===== src/hw/rtl/gtg_pkg.sv =====
// ----------------------------------------------------------------------------
// gtg_pkg
// Shared widths, tables, codes and controller/datapath interface types for the
// go-to-goal steering step.
// ----------------------------------------------------------------------------
package gtg_pkg;

   localparam int CORDIC_STEPS = 16;
   localparam int ITER_W       = $clog2(CORDIC_STEPS);

   localparam int POS_W      = 16;
   localparam int DIFF_W     = 17;
   localparam int PROD_W     = 34;
   localparam int ACC_W      = 36;
   localparam int CW         = 45;
   localparam int ZW         = 26;
   localparam int ANG_W      = 9;
   localparam int CSR_IDX_W  = 3;
   localparam int CSR_DATA_W = 16;
   localparam int CMD_W      = 2;
   localparam int TURN_W     = 10;
   localparam int DUR_W      = 17;

   // arctangent of 2^-i in degrees, 16 fraction bits
   localparam logic [21:0] ATAN_Q16 [24] = '{
      22'd2949120, 22'd1740967, 22'd919879, 22'd466945,
      22'd234379,  22'd117304,  22'd58666,  22'd29335,
      22'd14668,   22'd7334,    22'd3667,   22'd1833,
      22'd917,     22'd458,     22'd229,    22'd115,
      22'd57,      22'd29,      22'd14,     22'd7,
      22'd4,       22'd2,       22'd1,      22'd0
   };

   localparam logic signed [ZW-1:0] Z_QUARTER = ZW'(90 * 65536);

   typedef enum logic [CMD_W-1:0] {
      OUT_FWD   = 2'd0,
      OUT_LEFT  = 2'd1,
      OUT_RIGHT = 2'd2,
      OUT_HALT  = 2'd3
   } out_cmd_type;

   typedef enum logic [3:0] {
      MUL_NONE,
      MUL_MXMX,
      MUL_MYMY,
      MUL_HMHM,
      MUL_TXTX,
      MUL_TYTY,
      MUL_ADAD,
      MUL_HXTY,
      MUL_HYTX,
      MUL_HXTX,
      MUL_HYTY,
      MUL_ARRIVE,
      MUL_STEP,
      MUL_TURN
   } mul_sel_type;

   typedef enum logic [1:0] {
      ACC_HOLD,
      ACC_LOAD,
      ACC_ADD,
      ACC_SUB
   } acc_op_type;

   typedef enum logic [2:0] {
      RES_HOLD,
      RES_FWD,
      RES_TURN,
      RES_ARRIVE,
      RES_HALT
   } res_op_type;

   typedef enum logic [1:0] {
      PH_FIRST,
      PH_RUN,
      PH_HALT
   } phase_type;

   typedef enum logic [4:0] {
      ST_IDLE,
      ST_FIRST,
      ST_M0,
      ST_M1,
      ST_M2,
      ST_M3,
      ST_M4,
      ST_M5,
      ST_M6,
      ST_ARR,
      ST_X1,
      ST_X2,
      ST_X3,
      ST_X4,
      ST_CLOAD,
      ST_NORM,
      ST_QUAD,
      ST_ITER,
      ST_ANGLE,
      ST_DECIDE,
      ST_FINISH
   } state_type;

   typedef struct packed {
      logic               capture;
      mul_sel_type        mul_sel;
      acc_op_type         acc_op;
      logic               heading_move;
      logic               heading_tgt;
      logic               cross_save;
      logic               c_load;
      logic               c_norm;
      logic               c_quad;
      logic               c_iter;
      logic [ITER_W-1:0]  iter;
      logic               angle_save;
      res_op_type         res_op;
      logic               out_load;
   } dp_cmd_type;

   typedef struct packed {
      logic far;
      logic near;
      logic vec_zero;
      logic norm_done;
      logic turn_req;
   } dp_sts_type;

endpackage


===== src/hw/rtl/go_to_goal_steering_step.sv =====
// ----------------------------------------------------------------------------
// go_to_goal_steering_step
// Go-to-goal steering: one position fix in, one motion command out.
//
// req_* carries a position fix (cm); rsp_* returns command, turn angle,
// duration in ms and the arrival flag. Both use valid/ready. csr_* writes
// the eight setup registers; write them only while the block is idle.
// One item is processed at a time; req_ready is high only while idle.
// From accept to rsp_valid: a halted fix goes straight to the result, the
// first fix computes only the step duration, and otherwise one shared
// 17x17 multiplier runs the distance and, unless arrived, the cross/dot
// products; a zero angle vector then skips the CORDIC, else the normalize
// shift runs and the CORDIC unit takes one step per cycle (16 steps).
// The result sits in an output register; the next fix is accepted as soon
// as the result is loaded, and only a further result waits on rsp_ready.
// Reset restores the register defaults, clears position and heading, and
// returns to waiting for the first fix.
// ----------------------------------------------------------------------------
module go_to_goal_steering_step (
   input  logic                                   clock,
   input  logic                                   reset,
   input  logic                                   req_valid,
   output logic                                   req_ready,
   input  logic signed [gtg_pkg::POS_W-1:0]       req_fix_x,
   input  logic signed [gtg_pkg::POS_W-1:0]       req_fix_y,
   output logic                                   rsp_valid,
   input  logic                                   rsp_ready,
   output logic [gtg_pkg::CMD_W-1:0]              rsp_command,
   output logic signed [gtg_pkg::TURN_W-1:0]      rsp_turn_degrees,
   output logic [gtg_pkg::DUR_W-1:0]              rsp_duration_ms,
   output logic                                   rsp_arrived,
   input  logic                                   csr_wr_en,
   input  logic [gtg_pkg::CSR_IDX_W-1:0]          csr_index,
   input  logic [gtg_pkg::CSR_DATA_W-1:0]         csr_wdata
);

   gtg_pkg::dp_cmd_type cmd;
   gtg_pkg::dp_sts_type sts;

   gtg_ctrl u_ctrl (
      .clock     (clock),
      .reset     (reset),
      .req_valid (req_valid),
      .req_ready (req_ready),
      .rsp_valid (rsp_valid),
      .rsp_ready (rsp_ready),
      .sts       (sts),
      .cmd       (cmd)
   );

   gtg_dp u_dp (
      .clock            (clock),
      .reset            (reset),
      .csr_wr_en        (csr_wr_en),
      .csr_index        (csr_index),
      .csr_wdata        (csr_wdata),
      .req_fix_x        (req_fix_x),
      .req_fix_y        (req_fix_y),
      .cmd              (cmd),
      .sts              (sts),
      .rsp_command      (rsp_command),
      .rsp_turn_degrees (rsp_turn_degrees),
      .rsp_duration_ms  (rsp_duration_ms),
      .rsp_arrived      (rsp_arrived)
   );

endmodule


===== src/hw/rtl/gtg_dp.sv =====
// ----------------------------------------------------------------------------
// gtg_dp
// Datapath: config registers, position and heading state, shared multiplier
// with accumulator, CORDIC vectoring unit and result staging.
// ----------------------------------------------------------------------------
module gtg_dp (
   input  logic                                   clock,
   input  logic                                   reset,
   input  logic                                   csr_wr_en,
   input  logic [gtg_pkg::CSR_IDX_W-1:0]          csr_index,
   input  logic [gtg_pkg::CSR_DATA_W-1:0]         csr_wdata,
   input  logic signed [gtg_pkg::POS_W-1:0]       req_fix_x,
   input  logic signed [gtg_pkg::POS_W-1:0]       req_fix_y,
   input  gtg_pkg::dp_cmd_type                    cmd,
   output gtg_pkg::dp_sts_type                    sts,
   output logic [gtg_pkg::CMD_W-1:0]              rsp_command,
   output logic signed [gtg_pkg::TURN_W-1:0]      rsp_turn_degrees,
   output logic [gtg_pkg::DUR_W-1:0]              rsp_duration_ms,
   output logic                                   rsp_arrived
);

   localparam logic [gtg_pkg::CSR_IDX_W-1:0] CSR_TARGET_X   = 3'd0;
   localparam logic [gtg_pkg::CSR_IDX_W-1:0] CSR_TARGET_Y   = 3'd1;
   localparam logic [gtg_pkg::CSR_IDX_W-1:0] CSR_ARRIVE     = 3'd2;
   localparam logic [gtg_pkg::CSR_IDX_W-1:0] CSR_HDG_MIN    = 3'd3;
   localparam logic [gtg_pkg::CSR_IDX_W-1:0] CSR_TURN_THR   = 3'd4;
   localparam logic [gtg_pkg::CSR_IDX_W-1:0] CSR_MS_DEG     = 3'd5;
   localparam logic [gtg_pkg::CSR_IDX_W-1:0] CSR_MS_CM      = 3'd6;
   localparam logic [gtg_pkg::CSR_IDX_W-1:0] CSR_STEP_CM    = 3'd7;

   localparam int DW = gtg_pkg::DIFF_W;
   localparam int CW = gtg_pkg::CW;
   localparam int ZW = gtg_pkg::ZW;
   localparam int AW = gtg_pkg::ACC_W;

   logic signed [gtg_pkg::POS_W-1:0] tgt_x_ff, tgt_y_ff;
   logic [11:0]                      arr_dist_ff, hdg_min_ff;
   logic [7:0]                       turn_thr_ff, ms_deg_ff, ms_cm_ff, step_cm_ff;

   logic signed [gtg_pkg::POS_W-1:0] old_x_ff, old_y_ff, cur_x_ff, cur_y_ff;
   logic signed [DW-1:0]             hdx_ff, hdy_ff, hdx_in, hdy_in;
   logic signed [DW-1:0]             mx, my, tx, ty;
   logic [12:0]                      hm;

   logic signed [DW-1:0]             op_a, op_b;
   logic signed [gtg_pkg::PROD_W-1:0] prod_in, prod_ff;
   logic signed [AW-1:0]             prod_ext, acc_in, acc_ff, cross_ff;

   logic signed [CW-1:0]             cx_ff, cy_ff, cx_in, cy_in, xs, ys;
   logic signed [ZW-1:0]             cz_ff, cz_in, tab;
   logic [CW-1:0]                    ax, ay, m;

   logic [ZW-1:0]                    zmag;
   logic [9:0]                       zq;
   logic [7:0]                       zc, aa;
   logic signed [gtg_pkg::ANG_W-1:0] ang_ff, ang_in;
   logic [gtg_pkg::ANG_W-1:0]        ang_mag;

   gtg_pkg::out_cmd_type             res_cmd_ff, res_cmd_in;
   logic signed [gtg_pkg::TURN_W-1:0] res_turn_ff, res_turn_in;
   logic                             res_arr_ff, res_arr_in, res_zero_ff, res_zero_in;

   // configuration
   always_ff @(posedge clock) begin
      if (reset) begin
         tgt_x_ff    <= '0;
         tgt_y_ff    <= '0;
         arr_dist_ff <= 12'd20;
         hdg_min_ff  <= 12'd20;
         turn_thr_ff <= 8'd10;
         ms_deg_ff   <= 8'd11;
         ms_cm_ff    <= 8'd30;
         step_cm_ff  <= 8'd10;
      end else if (csr_wr_en) begin
         case (csr_index)
            CSR_TARGET_X: tgt_x_ff    <= signed'(csr_wdata);
            CSR_TARGET_Y: tgt_y_ff    <= signed'(csr_wdata);
            CSR_ARRIVE:   arr_dist_ff <= csr_wdata[11:0];
            CSR_HDG_MIN:  hdg_min_ff  <= csr_wdata[11:0];
            CSR_TURN_THR: turn_thr_ff <= csr_wdata[7:0];
            CSR_MS_DEG:   ms_deg_ff   <= csr_wdata[7:0];
            CSR_MS_CM:    ms_cm_ff    <= csr_wdata[7:0];
            CSR_STEP_CM:  step_cm_ff  <= csr_wdata[7:0];
            default: ;
         endcase
      end
   end

   // position and heading
   assign mx = DW'(cur_x_ff) - DW'(old_x_ff);
   assign my = DW'(cur_y_ff) - DW'(old_y_ff);
   assign tx = DW'(tgt_x_ff) - DW'(cur_x_ff);
   assign ty = DW'(tgt_y_ff) - DW'(cur_y_ff);
   assign hm = 13'(hdg_min_ff) + 13'd1;

   always_comb begin
      hdx_in = hdx_ff;
      hdy_in = hdy_ff;
      if (cmd.heading_move && sts.far) begin
         hdx_in = mx;
         hdy_in = my;
      end else if (cmd.heading_tgt) begin
         hdx_in = tx;
         hdy_in = ty;
      end
   end

   always_ff @(posedge clock) begin
      if (reset) begin
         old_x_ff <= '0;
         old_y_ff <= '0;
         cur_x_ff <= '0;
         cur_y_ff <= '0;
         hdx_ff   <= '0;
         hdy_ff   <= '0;
      end else begin
         if (cmd.capture) begin
            old_x_ff <= cur_x_ff;
            old_y_ff <= cur_y_ff;
            cur_x_ff <= req_fix_x;
            cur_y_ff <= req_fix_y;
         end
         hdx_ff <= hdx_in;
         hdy_ff <= hdy_in;
      end
   end

   // shared multiplier and accumulator
   always_comb begin
      case (cmd.mul_sel)
         gtg_pkg::MUL_MXMX:   begin op_a = mx;     op_b = mx;     end
         gtg_pkg::MUL_MYMY:   begin op_a = my;     op_b = my;     end
         gtg_pkg::MUL_HMHM:   begin
            op_a = signed'(DW'(hm));
            op_b = signed'(DW'(hm));
         end
         gtg_pkg::MUL_TXTX:   begin op_a = tx;     op_b = tx;     end
         gtg_pkg::MUL_TYTY:   begin op_a = ty;     op_b = ty;     end
         gtg_pkg::MUL_ADAD:   begin
            op_a = signed'(DW'(arr_dist_ff));
            op_b = signed'(DW'(arr_dist_ff));
         end
         gtg_pkg::MUL_HXTY:   begin op_a = hdx_ff; op_b = ty;     end
         gtg_pkg::MUL_HYTX:   begin op_a = hdy_ff; op_b = tx;     end
         gtg_pkg::MUL_HXTX:   begin op_a = hdx_ff; op_b = tx;     end
         gtg_pkg::MUL_HYTY:   begin op_a = hdy_ff; op_b = ty;     end
         gtg_pkg::MUL_ARRIVE: begin
            op_a = 17'sd360;
            op_b = signed'(DW'(ms_deg_ff));
         end
         gtg_pkg::MUL_STEP:   begin
            op_a = signed'(DW'(step_cm_ff));
            op_b = signed'(DW'(ms_cm_ff));
         end
         gtg_pkg::MUL_TURN:   begin
            op_a = signed'(DW'(aa));
            op_b = signed'(DW'(ms_deg_ff));
         end
         default:             begin op_a = '0;     op_b = '0;     end
      endcase
   end

   assign prod_in  = op_a * op_b;
   assign prod_ext = AW'(prod_ff);

   always_comb begin
      case (cmd.acc_op)
         gtg_pkg::ACC_LOAD: acc_in = prod_ext;
         gtg_pkg::ACC_ADD:  acc_in = acc_ff + prod_ext;
         gtg_pkg::ACC_SUB:  acc_in = acc_ff - prod_ext;
         default:           acc_in = acc_ff;
      endcase
   end

   always_ff @(posedge clock) begin
      if (cmd.mul_sel != gtg_pkg::MUL_NONE) begin
         prod_ff <= prod_in;
      end
      acc_ff <= acc_in;
      if (cmd.cross_save) begin
         cross_ff <= acc_ff;
      end
   end

   assign sts.far      = acc_ff >= prod_ext;
   assign sts.near     = acc_ff < prod_ext;
   assign sts.vec_zero = (acc_ff == '0) && (cross_ff == '0);

   // CORDIC vectoring on (dot, cross)
   assign ax = cx_ff[CW-1] ? CW'(-cx_ff) : CW'(cx_ff);
   assign ay = cy_ff[CW-1] ? CW'(-cy_ff) : CW'(cy_ff);
   assign m  = (ax > ay) ? ax : ay;
   assign sts.norm_done = |m[CW-1:40];

   assign xs  = cx_ff >>> cmd.iter;
   assign ys  = cy_ff >>> cmd.iter;
   assign tab = signed'(ZW'(gtg_pkg::ATAN_Q16[cmd.iter]));

   always_comb begin
      cx_in = cx_ff;
      cy_in = cy_ff;
      cz_in = cz_ff;
      if (cmd.c_load) begin
         cx_in = CW'(acc_ff);
         cy_in = CW'(cross_ff);
         cz_in = '0;
      end else if (cmd.c_norm && !sts.norm_done) begin
         if (m[CW-1:32] == '0) begin
            cx_in = cx_ff <<< 8;
            cy_in = cy_ff <<< 8;
         end else begin
            cx_in = cx_ff <<< 1;
            cy_in = cy_ff <<< 1;
         end
      end else if (cmd.c_quad && cx_ff[CW-1]) begin
         if (!cy_ff[CW-1]) begin
            cx_in = cy_ff;
            cy_in = -cx_ff;
            cz_in = gtg_pkg::Z_QUARTER;
         end else begin
            cx_in = -cy_ff;
            cy_in = cx_ff;
            cz_in = -gtg_pkg::Z_QUARTER;
         end
      end else if (cmd.c_iter) begin
         if (!cy_ff[CW-1]) begin
            cx_in = cx_ff + ys;
            cy_in = cy_ff - xs;
            cz_in = cz_ff + tab;
         end else begin
            cx_in = cx_ff - ys;
            cy_in = cy_ff + xs;
            cz_in = cz_ff - tab;
         end
      end
   end

   // angle: truncate toward zero, clamp to +-180
   assign zmag = cz_ff[ZW-1] ? ZW'(-cz_ff) : ZW'(cz_ff);
   assign zq   = zmag[ZW-1:16];
   assign zc   = (zq > 10'd180) ? 8'd180 : zq[7:0];
   assign ang_in = cz_ff[ZW-1] ? -signed'(gtg_pkg::ANG_W'(zc))
                               : signed'(gtg_pkg::ANG_W'(zc));

   assign ang_mag = ang_ff[gtg_pkg::ANG_W-1] ? gtg_pkg::ANG_W'(-ang_ff)
                                             : gtg_pkg::ANG_W'(ang_ff);
   assign aa      = ang_mag[7:0];
   assign sts.turn_req = aa > turn_thr_ff;

   always_ff @(posedge clock) begin
      cx_ff <= cx_in;
      cy_ff <= cy_in;
      cz_ff <= cz_in;
      if (cmd.angle_save) begin
         ang_ff <= ang_in;
      end
   end

   // result staging
   always_comb begin
      res_cmd_in  = res_cmd_ff;
      res_turn_in = res_turn_ff;
      res_arr_in  = res_arr_ff;
      res_zero_in = res_zero_ff;
      case (cmd.res_op)
         gtg_pkg::RES_FWD: begin
            res_cmd_in  = gtg_pkg::OUT_FWD;
            res_turn_in = '0;
            res_arr_in  = 1'b0;
            res_zero_in = 1'b0;
         end
         gtg_pkg::RES_TURN: begin
            res_cmd_in  = ang_ff[gtg_pkg::ANG_W-1] ? gtg_pkg::OUT_LEFT : gtg_pkg::OUT_RIGHT;
            res_turn_in = gtg_pkg::TURN_W'(ang_ff);
            res_arr_in  = 1'b0;
            res_zero_in = 1'b0;
         end
         gtg_pkg::RES_ARRIVE: begin
            res_cmd_in  = gtg_pkg::OUT_RIGHT;
            res_turn_in = 10'sd360;
            res_arr_in  = 1'b1;
            res_zero_in = 1'b0;
         end
         gtg_pkg::RES_HALT: begin
            res_cmd_in  = gtg_pkg::OUT_HALT;
            res_turn_in = '0;
            res_arr_in  = 1'b0;
            res_zero_in = 1'b1;
         end
         default: ;
      endcase
   end

   always_ff @(posedge clock) begin
      res_cmd_ff  <= res_cmd_in;
      res_turn_ff <= res_turn_in;
      res_arr_ff  <= res_arr_in;
      res_zero_ff <= res_zero_in;
      if (cmd.out_load) begin
         rsp_command      <= res_cmd_ff;
         rsp_turn_degrees <= res_turn_ff;
         rsp_duration_ms  <= res_zero_ff ? '0 : prod_ff[gtg_pkg::DUR_W-1:0];
         rsp_arrived      <= res_arr_ff;
      end
   end

endmodule


===== src/hw/rtl/gtg_ctrl.sv =====
// ----------------------------------------------------------------------------
// gtg_ctrl
// Sequencer: phase tracking, micro-step state machine, CORDIC step counter
// and result valid flag.
// ----------------------------------------------------------------------------
module gtg_ctrl (
   input  logic                 clock,
   input  logic                 reset,
   input  logic                 req_valid,
   output logic                 req_ready,
   output logic                 rsp_valid,
   input  logic                 rsp_ready,
   input  gtg_pkg::dp_sts_type  sts,
   output gtg_pkg::dp_cmd_type  cmd
);

   gtg_pkg::state_type          state_ff, state_in;
   gtg_pkg::phase_type          phase_ff;
   logic [gtg_pkg::ITER_W-1:0]  iter_ff;
   logic                        rsp_valid_ff;
   logic                        accept;
   logic                        iter_last;

   assign req_ready = (state_ff == gtg_pkg::ST_IDLE);
   assign accept    = req_valid && req_ready;
   assign rsp_valid = rsp_valid_ff;
   assign iter_last = (iter_ff == gtg_pkg::ITER_W'(gtg_pkg::CORDIC_STEPS - 1));

   always_comb begin
      state_in = state_ff;
      case (state_ff)
         gtg_pkg::ST_IDLE: begin
            if (req_valid) begin
               case (phase_ff)
                  gtg_pkg::PH_FIRST: state_in = gtg_pkg::ST_FIRST;
                  gtg_pkg::PH_RUN:   state_in = gtg_pkg::ST_M0;
                  default:           state_in = gtg_pkg::ST_FINISH;
               endcase
            end
         end
         gtg_pkg::ST_FIRST:  state_in = gtg_pkg::ST_FINISH;
         gtg_pkg::ST_M0:     state_in = gtg_pkg::ST_M1;
         gtg_pkg::ST_M1:     state_in = gtg_pkg::ST_M2;
         gtg_pkg::ST_M2:     state_in = gtg_pkg::ST_M3;
         gtg_pkg::ST_M3:     state_in = gtg_pkg::ST_M4;
         gtg_pkg::ST_M4:     state_in = gtg_pkg::ST_M5;
         gtg_pkg::ST_M5:     state_in = gtg_pkg::ST_M6;
         gtg_pkg::ST_M6:     state_in = sts.near ? gtg_pkg::ST_ARR : gtg_pkg::ST_X1;
         gtg_pkg::ST_ARR:    state_in = gtg_pkg::ST_FINISH;
         gtg_pkg::ST_X1:     state_in = gtg_pkg::ST_X2;
         gtg_pkg::ST_X2:     state_in = gtg_pkg::ST_X3;
         gtg_pkg::ST_X3:     state_in = gtg_pkg::ST_X4;
         gtg_pkg::ST_X4:     state_in = gtg_pkg::ST_CLOAD;
         gtg_pkg::ST_CLOAD:  state_in = sts.vec_zero ? gtg_pkg::ST_ANGLE : gtg_pkg::ST_NORM;
         gtg_pkg::ST_NORM: begin
            if (sts.norm_done) begin
               state_in = gtg_pkg::ST_QUAD;
            end
         end
         gtg_pkg::ST_QUAD:   state_in = gtg_pkg::ST_ITER;
         gtg_pkg::ST_ITER: begin
            if (iter_last) begin
               state_in = gtg_pkg::ST_ANGLE;
            end
         end
         gtg_pkg::ST_ANGLE:  state_in = gtg_pkg::ST_DECIDE;
         gtg_pkg::ST_DECIDE: state_in = gtg_pkg::ST_FINISH;
         gtg_pkg::ST_FINISH: begin
            if (!rsp_valid_ff || rsp_ready) begin
               state_in = gtg_pkg::ST_IDLE;
            end
         end
         default:            state_in = gtg_pkg::ST_IDLE;
      endcase
   end

   always_comb begin
      cmd.capture      = 1'b0;
      cmd.mul_sel      = gtg_pkg::MUL_NONE;
      cmd.acc_op       = gtg_pkg::ACC_HOLD;
      cmd.heading_move = 1'b0;
      cmd.heading_tgt  = 1'b0;
      cmd.cross_save   = 1'b0;
      cmd.c_load       = 1'b0;
      cmd.c_norm       = 1'b0;
      cmd.c_quad       = 1'b0;
      cmd.c_iter       = 1'b0;
      cmd.iter         = iter_ff;
      cmd.angle_save   = 1'b0;
      cmd.res_op       = gtg_pkg::RES_HOLD;
      cmd.out_load     = 1'b0;
      case (state_ff)
         gtg_pkg::ST_IDLE: begin
            if (accept) begin
               if (phase_ff == gtg_pkg::PH_FIRST || phase_ff == gtg_pkg::PH_RUN) begin
                  cmd.capture = 1'b1;
               end else begin
                  cmd.res_op = gtg_pkg::RES_HALT;
               end
            end
         end
         gtg_pkg::ST_FIRST: begin
            cmd.mul_sel = gtg_pkg::MUL_STEP;
            cmd.res_op  = gtg_pkg::RES_FWD;
         end
         gtg_pkg::ST_M0: cmd.mul_sel = gtg_pkg::MUL_MXMX;
         gtg_pkg::ST_M1: begin
            cmd.mul_sel = gtg_pkg::MUL_MYMY;
            cmd.acc_op  = gtg_pkg::ACC_LOAD;
         end
         gtg_pkg::ST_M2: begin
            cmd.mul_sel = gtg_pkg::MUL_HMHM;
            cmd.acc_op  = gtg_pkg::ACC_ADD;
         end
         gtg_pkg::ST_M3: begin
            cmd.mul_sel      = gtg_pkg::MUL_TXTX;
            cmd.heading_move = 1'b1;
         end
         gtg_pkg::ST_M4: begin
            cmd.mul_sel = gtg_pkg::MUL_TYTY;
            cmd.acc_op  = gtg_pkg::ACC_LOAD;
         end
         gtg_pkg::ST_M5: begin
            cmd.mul_sel = gtg_pkg::MUL_ADAD;
            cmd.acc_op  = gtg_pkg::ACC_ADD;
         end
         gtg_pkg::ST_M6: cmd.mul_sel = gtg_pkg::MUL_HXTY;
         gtg_pkg::ST_ARR: begin
            cmd.mul_sel = gtg_pkg::MUL_ARRIVE;
            cmd.res_op  = gtg_pkg::RES_ARRIVE;
         end
         gtg_pkg::ST_X1: begin
            cmd.mul_sel = gtg_pkg::MUL_HYTX;
            cmd.acc_op  = gtg_pkg::ACC_LOAD;
         end
         gtg_pkg::ST_X2: begin
            cmd.mul_sel = gtg_pkg::MUL_HXTX;
            cmd.acc_op  = gtg_pkg::ACC_SUB;
         end
         gtg_pkg::ST_X3: begin
            cmd.mul_sel    = gtg_pkg::MUL_HYTY;
            cmd.acc_op     = gtg_pkg::ACC_LOAD;
            cmd.cross_save = 1'b1;
         end
         gtg_pkg::ST_X4:    cmd.acc_op     = gtg_pkg::ACC_ADD;
         gtg_pkg::ST_CLOAD: cmd.c_load     = 1'b1;
         gtg_pkg::ST_NORM:  cmd.c_norm     = 1'b1;
         gtg_pkg::ST_QUAD:  cmd.c_quad     = 1'b1;
         gtg_pkg::ST_ITER:  cmd.c_iter     = 1'b1;
         gtg_pkg::ST_ANGLE: cmd.angle_save = 1'b1;
         gtg_pkg::ST_DECIDE: begin
            if (sts.turn_req) begin
               cmd.mul_sel     = gtg_pkg::MUL_TURN;
               cmd.res_op      = gtg_pkg::RES_TURN;
               cmd.heading_tgt = 1'b1;
            end else begin
               cmd.mul_sel = gtg_pkg::MUL_STEP;
               cmd.res_op  = gtg_pkg::RES_FWD;
            end
         end
         gtg_pkg::ST_FINISH: cmd.out_load = !rsp_valid_ff || rsp_ready;
         default: ;
      endcase
   end

   always_ff @(posedge clock) begin
      if (reset) begin
         state_ff     <= gtg_pkg::ST_IDLE;
         phase_ff     <= gtg_pkg::PH_FIRST;
         iter_ff      <= '0;
         rsp_valid_ff <= 1'b0;
      end else begin
         state_ff <= state_in;
         if (accept && phase_ff == gtg_pkg::PH_FIRST) begin
            phase_ff <= gtg_pkg::PH_RUN;
         end else if (state_ff == gtg_pkg::ST_ARR) begin
            phase_ff <= gtg_pkg::PH_HALT;
         end
         if (state_ff == gtg_pkg::ST_QUAD) begin
            iter_ff <= '0;
         end else if (state_ff == gtg_pkg::ST_ITER) begin
            iter_ff <= iter_ff + 1'b1;
         end
         if (cmd.out_load) begin
            rsp_valid_ff <= 1'b1;
         end else if (rsp_ready) begin
            rsp_valid_ff <= 1'b0;
         end
      end
   end

`ifndef SYNTHESIS
   a_halt_sticky: assert property (@(posedge clock) disable iff (reset)
      phase_ff == gtg_pkg::PH_HALT |=> phase_ff == gtg_pkg::PH_HALT)
      else $error("halted phase left");

   a_first_to_run: assert property (@(posedge clock) disable iff (reset)
      accept && phase_ff == gtg_pkg::PH_FIRST |=> phase_ff == gtg_pkg::PH_RUN)
      else $error("first fix did not start run phase");

   a_no_overwrite: assert property (@(posedge clock) disable iff (reset)
      cmd.out_load |-> (!rsp_valid_ff || rsp_ready))
      else $error("pending result overwritten");

   a_load_to_idle: assert property (@(posedge clock) disable iff (reset)
      cmd.out_load |=> rsp_valid_ff && state_ff == gtg_pkg::ST_IDLE)
      else $error("result load did not return to idle with valid");
`endif

endmodule

===== config.mk =====
export PLATFORM = sky130hd
export DESIGN_NAME = go_to_goal_steering_step
export DESIGN_NICKNAME = d
export VERILOG_FILES = /design/src/hw/rtl/gtg_pkg.sv /design/src/hw/rtl/go_to_goal_steering_step.sv /design/src/hw/rtl/gtg_dp.sv /design/src/hw/rtl/gtg_ctrl.sv
export SDC_FILE = /design/constraint.sdc
export NUM_CORES = 2
export LEC_CHECK = 0
export CAP_MARGIN = 20
export CORE_UTILIZATION = 35
export CTS_CLUSTER_DIAMETER = 120
export DETAILED_ROUTE_END_ITERATION = 16
export DONT_BUFFER_PORTS = 1
export HOLD_SLACK_MARGIN = 0.08
export SYNTH_ARGS = -nofsm -noshare
export SYNTH_HDL_FRONTEND = slang
export SYNTH_SLANG_ARGS = --single-unit

===== constraint.sdc =====
create_clock -name clock -period 11.7 [get_ports clock]
set_clock_uncertainty 0.2 [all_clocks]
set_input_delay 1.17 -clock clock [delete_from_list [all_inputs] [get_ports clock]]
set_output_delay 1.17 -clock clock [all_outputs]
set_load 0.03 [all_outputs]

# Yosys cells after proc, flatten, opt, wreduce, memory -nomap -nowiden
# Memory sizes are Yosys's and may differ from the RTL's.
# Cells that the tools add are included.
[totals]
regBits = 473
latch_bits = 0
ram_bits = 0
mem_bits_ro = 704
input_bits = 56
output_inout_bits = 32
elab_cells = 240
memories = 1
[classes]
n_addsub = 19
n_mul = 1
div = 0
magnitude_cmp = 6
eq_ne = 53
shifts = 2
muxes = 70
bitwise_logic = 2
n_reduce_logical = 51
[mem_list]
columns = ["name", "words", "width", "read_ports", "rd_clocked_by_memory_dff", "write_ports", "line_no", "text"]
rows = [
  ["(no name shown)", 32, 22, 1, 0, 0, "gtg_dp.sv:197", "assign tab = signed'(ZW'(gtg_pkg::ATAN_Q16[cmd.iter]));"],
]
[op_table]
columns = ["op", "count"]
rows = [
  ["$mux 45", 16],
  ["$pmux 17 s11", 1],
  ["$pmux 17 s8", 1],
  ["$mux 26", 5],
  ["$pmux 36 s3", 1],
  ["$pmux 5 s19", 1],
  ["$add 45x45->45", 2],
  ["$neg 45->45", 2],
  ["$sshr 45x4->45", 2],
  ["$sub 45x45->45", 2],
  ["$logic_not 36->1", 2],
  ["$mux 17", 4],
  ["$sub 16x16->17", 4],
  ["$pmux 4 s13", 1],
  ["$gt 45x45->1", 1],
  ["$mux 22", 2],
  ["$eq 5x4->1 const B", 8],
  ["$add 36x34->36", 1],
  ["$ge 36x34->1", 1],
  ["$lt 36x34->1", 1],
  ["$sub 36x34->36", 1],
  ["$mul 17x17->34", 1],
  ["$pmux 10 s3", 1],
  ["$eq 4x4->1 const B", 7],
  ["52 further kinds", 136],
]

# Depth between registers and ports, before layout
[logic_depth]
depth_word = 9
depth_mapped = 45
mapped_depth_nobuf = 42

# By module
# From an unflattened synthesis, not the netlist that was laid out.
[unflattened]
hier_cells = 6988
area_unflattened_um2 = 57846.7
[modules_own_cells]
columns = ["module", "instances", "cells_per_inst", "area_each_um2", "seq_area_each_um2"]
rows = [
  ["gtg_dp", 1, 6836, 56780.7, 11721.2],
  ["gtg_ctrl", 1, 152, 1066.0, 240.2],
]

# Worst setup path after synthesis
# Ideal clock, no wire load.
[synth_timing]
kind = "reg-to-reg"
start = "reg u_dp.ang_ff[2] (netlist name)"
end = "reg u_dp.prod_ff[32] (netlist name) (data pin)"
setup_ps = 258
arrival_ps = 9323
required_ps = 11242
setup_slack_ps = 1919
path_stages_with_launch = 41
n_path_buf = 3
period_less_slack_ps = 9781
cell_sequence = "edfxtp_1 or3_1 o31ai_1 xnor2_1 ha_1 a21o_1 a21o_1 a21oi_1 o21ai_0 o21a_1 and4_1 or2_2 clkbuf_1 a222oi_1 and3_1 clkbuf_1 clkbuf_1 nor2_1 (+5 left out) fa_1 fa_1 inv_1 fa_1 inv_1 ha_1 a21o_1 a21o_1 a21oi_1 nor2_1 a211oi_1 o21ai_0 a41o_1 o211a_1 nor3_1 o41ai_1 a21oi_1 xnor2_1"
[synth_between]
elab_chain_len = 9
word_cells_on_any_way = 26
cone_classes = "1 x add/sub; 1 x mul; 1 x order compare; 13 x eq/ne; 5 x mux; 5 x reduce/logical"
[synth_lines]
columns = ["item", "line_no", "text"]
rows = [
  ["start: declaration", "gtg_dp.sv:56", "logic signed [gtg_pkg::ANG_W-1:0] ang_ff, ang_in;"],
  ["start signal: assignment", "gtg_dp.sv:255", "ang_ff <= ang_in;"],
  ["$neg 8->8", "gtg_dp.sv:245", "assign ang_mag = ang_ff[gtg_pkg::ANG_W-1] ? gtg_pkg::ANG_W'(-ang_ff)"],
  ["$mux 8 *", "gtg_dp.sv:245", ""],
  ["$gt 8x8->1", "gtg_dp.sv:248", "assign sts.turn_req = aa > turn_thr_ff;"],
  ["$mux 1", "gtg_ctrl.sv:152", "if (sts.turn_req) begin"],
  ["$pmux 4 s13", "gtg_ctrl.sv:92", "case (state_ff)"],
  ["$eq 4x3->1 / $eq 4x4->1 (equally long branches)", "gtg_dp.sv:130", "case (cmd.mul_sel)"],
  ["$reduce_or 3->1 (no line) / $reduce_or 2->1 (equally long branches)", "--", ""],
  ["$pmux 17 s8 / $pmux 17 s11 (equally long branches)", "gtg_dp.sv:130", ""],
  ["$mul 17x17->34 *", "gtg_dp.sv:163", "assign prod_in = op_a * op_b;"],
  ["net u_dp.prod_in (one bit)", "gtg_dp.sv:46", "logic signed [gtg_pkg::PROD_W-1:0] prod_in, prod_ff;"],
  ["end signal: assignment", "gtg_dp.sv:177", "prod_ff <= prod_in;"],
  ["end: declaration", "gtg_dp.sv:46", ""],
]
# The timed path passes the listed nets; every way through them passes the cells marked *.
# A chain may end at the register's enable or synchronous reset.

# Final worst setup path
[layout_timing]
start = "reg u_dp.ang_ff[2] (netlist name)"
end = "reg u_dp.prod_ff[33] (netlist name) (data pin)"
# The elaborated chain is that of the path after synthesis.

==> run summary <==
RSZ-0062 raised after global routing: false
ANT nets after route: 0
Die Area: 163000 um2
Placed Cells: 8769
Post-cts sizing count: 0
# fillers: 16300
Share of the synthesized area in the top cell type: 13.3%
Post-Syn Nets: 7722
Share of cells above drive strength 1: 6.10%
WP data required: 11.88 ns
Boundary Pins: 88
Clk Latency, worst-skew pair: 0.73 ns
Largest net degree at the start of global routing: 196
Initial drt markers: 5704
Die Y: 403 um
Worst path arrival time: 10.94 ns
Final Cell Area: 60400 um2
Fin crit period: 10.77 ns
Hold-fix buffers, CTS: 0
Hold Crit Class: register to register
Port Buffers: 0
Headroom to the max-slew limit: 23.0%
Die width: 403 um
Hpwl dp: 147000 um
Max Fclk: 92.9 MHz
Clock Sinks: 473
Final TNS setup: 0 ns
Netlist cell types: 100
CTS Buf Count: 60
Avg Cell Area, Syn: 8.10 um2
Final wirelength: 194000 um
Fin. max-slew vios: 0
Vias/cell: 5.81
Initial Util: 35.5%
Clk root buf: clkbuf_16
Post-route DRC violation count: 0
Setup Crit Path Kind: register to register
Run status: complete, no violations
Most common cell after layout, fill and taps aside: nand2_1
Async SR Flop Fraction: 0%
Hold Crit Depth: 0
Initial antenna violation count: 2
Vias: 51600
Overflow after GRT: 0
H-tree Lvls: 2
Max-cap violation count: 0
Clk slew on worst S/H paths: 0.06 ns
#FFs+latches synth: 473
Post-DP Area: 58300 um2
Final hold vios: 0
Worst Max-Slew Pin Slew: 1.15 ns
Highest-count cells in the layout ignoring fill and taps: nand2_1 (918), nor2_1 (615), a21oi_1 (578), inv_1 (553), ha_1 (400)
Pre-Repair DR Iteration Count: 7
Wire per inst: 21.8 um
Worst vdd ir: 0.150 mV
P per Cell Area: 253 nW/um2
Synth area leaders: edfxtp_1 (13%), fa_1 (11%), ha_1 (8.9%)
First-pass GRT wire length: 297000 um
Inserted Diodes: 0
Slowest cell on the critical path: and3_1
Final WS setup: 0.933 ns
Routability cong.: 0.949
Setup Buffers After CTS: 0
Startpoint types: register
Area grow syn2layout: 7.12%
Final Cycle Share: 92.0%
Slowest stage delay, CP: 0.70 ns
Final core occ: 38.0%
CTS Buffer Depth: 3
Syn. warnings: 0
Total core area: 159000 um2
Number of enable flip-flop cells after synthesis: 249
Pre-CTS setup slack: 1.10 ns
# setup viols final: 0
FF-to-FF path depth: 37
P_leak: 24.3 nW
Vias in the first global route: 50200
Dominant synthesized flop cell: edfxtp_1
Site Rows: 146
Mapped Area: 56400 um2
Critical Path Fanout Max: 17
Post-Layout Cell Count: 8880
Post-synthesis sequential area ratio: 21.2%
NumNets Final: 7449
Global-route usage over all layers: 23.2%
Mapped Cells: 6960
Setup crit end kind: register
CTS tree: built
Post-synth top area cell: edfxtp_1
-- area by class of cell --
class | instances | area [um2] | share of cell area, %
multi-input cells | 5493 | 40800 | 67.5
flip-flops and latches | 473 | 12000 | 19.8
well taps | 2146 | 2690 | 4.44
inverters | 558 | 2090 | 3.47
clock buffers | 77 | 1620 | 2.67
repair buffers | 101 | 802 | 1.33
clock inverters | 32 | 484 | 0.801
-- worst paths after layout --
check | startpoint | end | slack [ns]
max | u_dp.ang_ff[2]$_DFFE_PN_ | u_dp.prod_ff[33]$_DFFE_PP_ | 0.93
max reg2reg | u_dp.ang_ff[2]$_DFFE_PN_ | u_dp.prod_ff[33]$_DFFE_PP_ | 0.93
min | u_dp.res_turn_ff[1]$_DFFE_PP_ | u_dp.rsp_turn_degrees[1]$_DFFE_PP_ | 0.22
min reg2reg | u_dp.res_turn_ff[1]$_DFFE_PP_ | u_dp.rsp_turn_degrees[1]$_DFFE_PP_ | 0.22
-- Yosys cell counts, types with 97 or more instances --
cell      number
o21ai_0      333
fa_1         306
ha_1         400
inv_1        554
xor2_1       142
nand3_1       97
clkbuf_1     343
nor2_1       620
dfxtp_1      224
a21oi_1      578
edfxtp_1     249
xnor2_1      273
nand2_1      920
a21o_1       135
mux2i_1      156
-- power by group --
group          total, mW  switching [mW]  internal [mW]
combinational       10.3            6.38           3.93
clock               2.00           0.821           1.18
sequential          2.95           0.580           2.37
-- routing by layer --
metal	track usage [%]	wire (um)
met5	0	7
met4	7.72	6580
met3	3.08	15000
met2	38.7	90700
met1	30.7	81300
-- flip-flops by register name (all words and copies together), names as in the netlist, 12 cells and up --
register	flops
u_dp.hdy_ff	17
u_dp.old_x_ff	16
u_dp.acc_ff	36
u_dp.cur_y_ff	16
u_dp.cz_ff	26
u_dp.cur_x_ff	16
u_dp.arr_dist_ff	12
u_dp.tgt_y_ff	16
u_dp.hdg_min_ff	12
u_dp.cross_ff	36
u_dp.hdx_ff	17
u_dp.prod_ff	34
u_dp.cy_ff	45
u_dp.tgt_x_ff	16
u_dp.cx_ff	45
u_dp.rsp_duration_ms	17
u_dp.old_y_ff	16
-- metrics by stage --
step,power [mW],hold slack [ns]
floorplan,10.1,0.200
global placement,13.0,0.205
detailed placement,13.1,0.205
CTS,15.2,0.218
global route,16.5,0.222
finish,15.3,0.218
-- critical path: cells and delay by family (launching register included) --
family                   cells  cell delay (ns)
buffers and inverters        4             0.21
XOR/XNOR                     2             0.30
flip-flops                   1             0.43
adder cells (fa/ha/maj)      8             3.79
AO/OA/AOI/OAI               17             3.46
AND/OR/NAND/NOR              6             2.03
-- cells by family (layout without fill, tap and decap cells) --
family / count (synthesis) / in the layout / share of synthesized area [%]
xor+xnor: 415 / 415 / 6.44
mux: 269 / 269 / 6.40
buf+inv: 994 / 768 / 6.82
flops: 473 / 473 / 21.2
simple gates: 2260 / 2260 / 18.2
compound gates: 1843 / 1843 / 21.2
fa+ha+maj: 706 / 706 / 19.7
(Power assumes the default switching activity.)
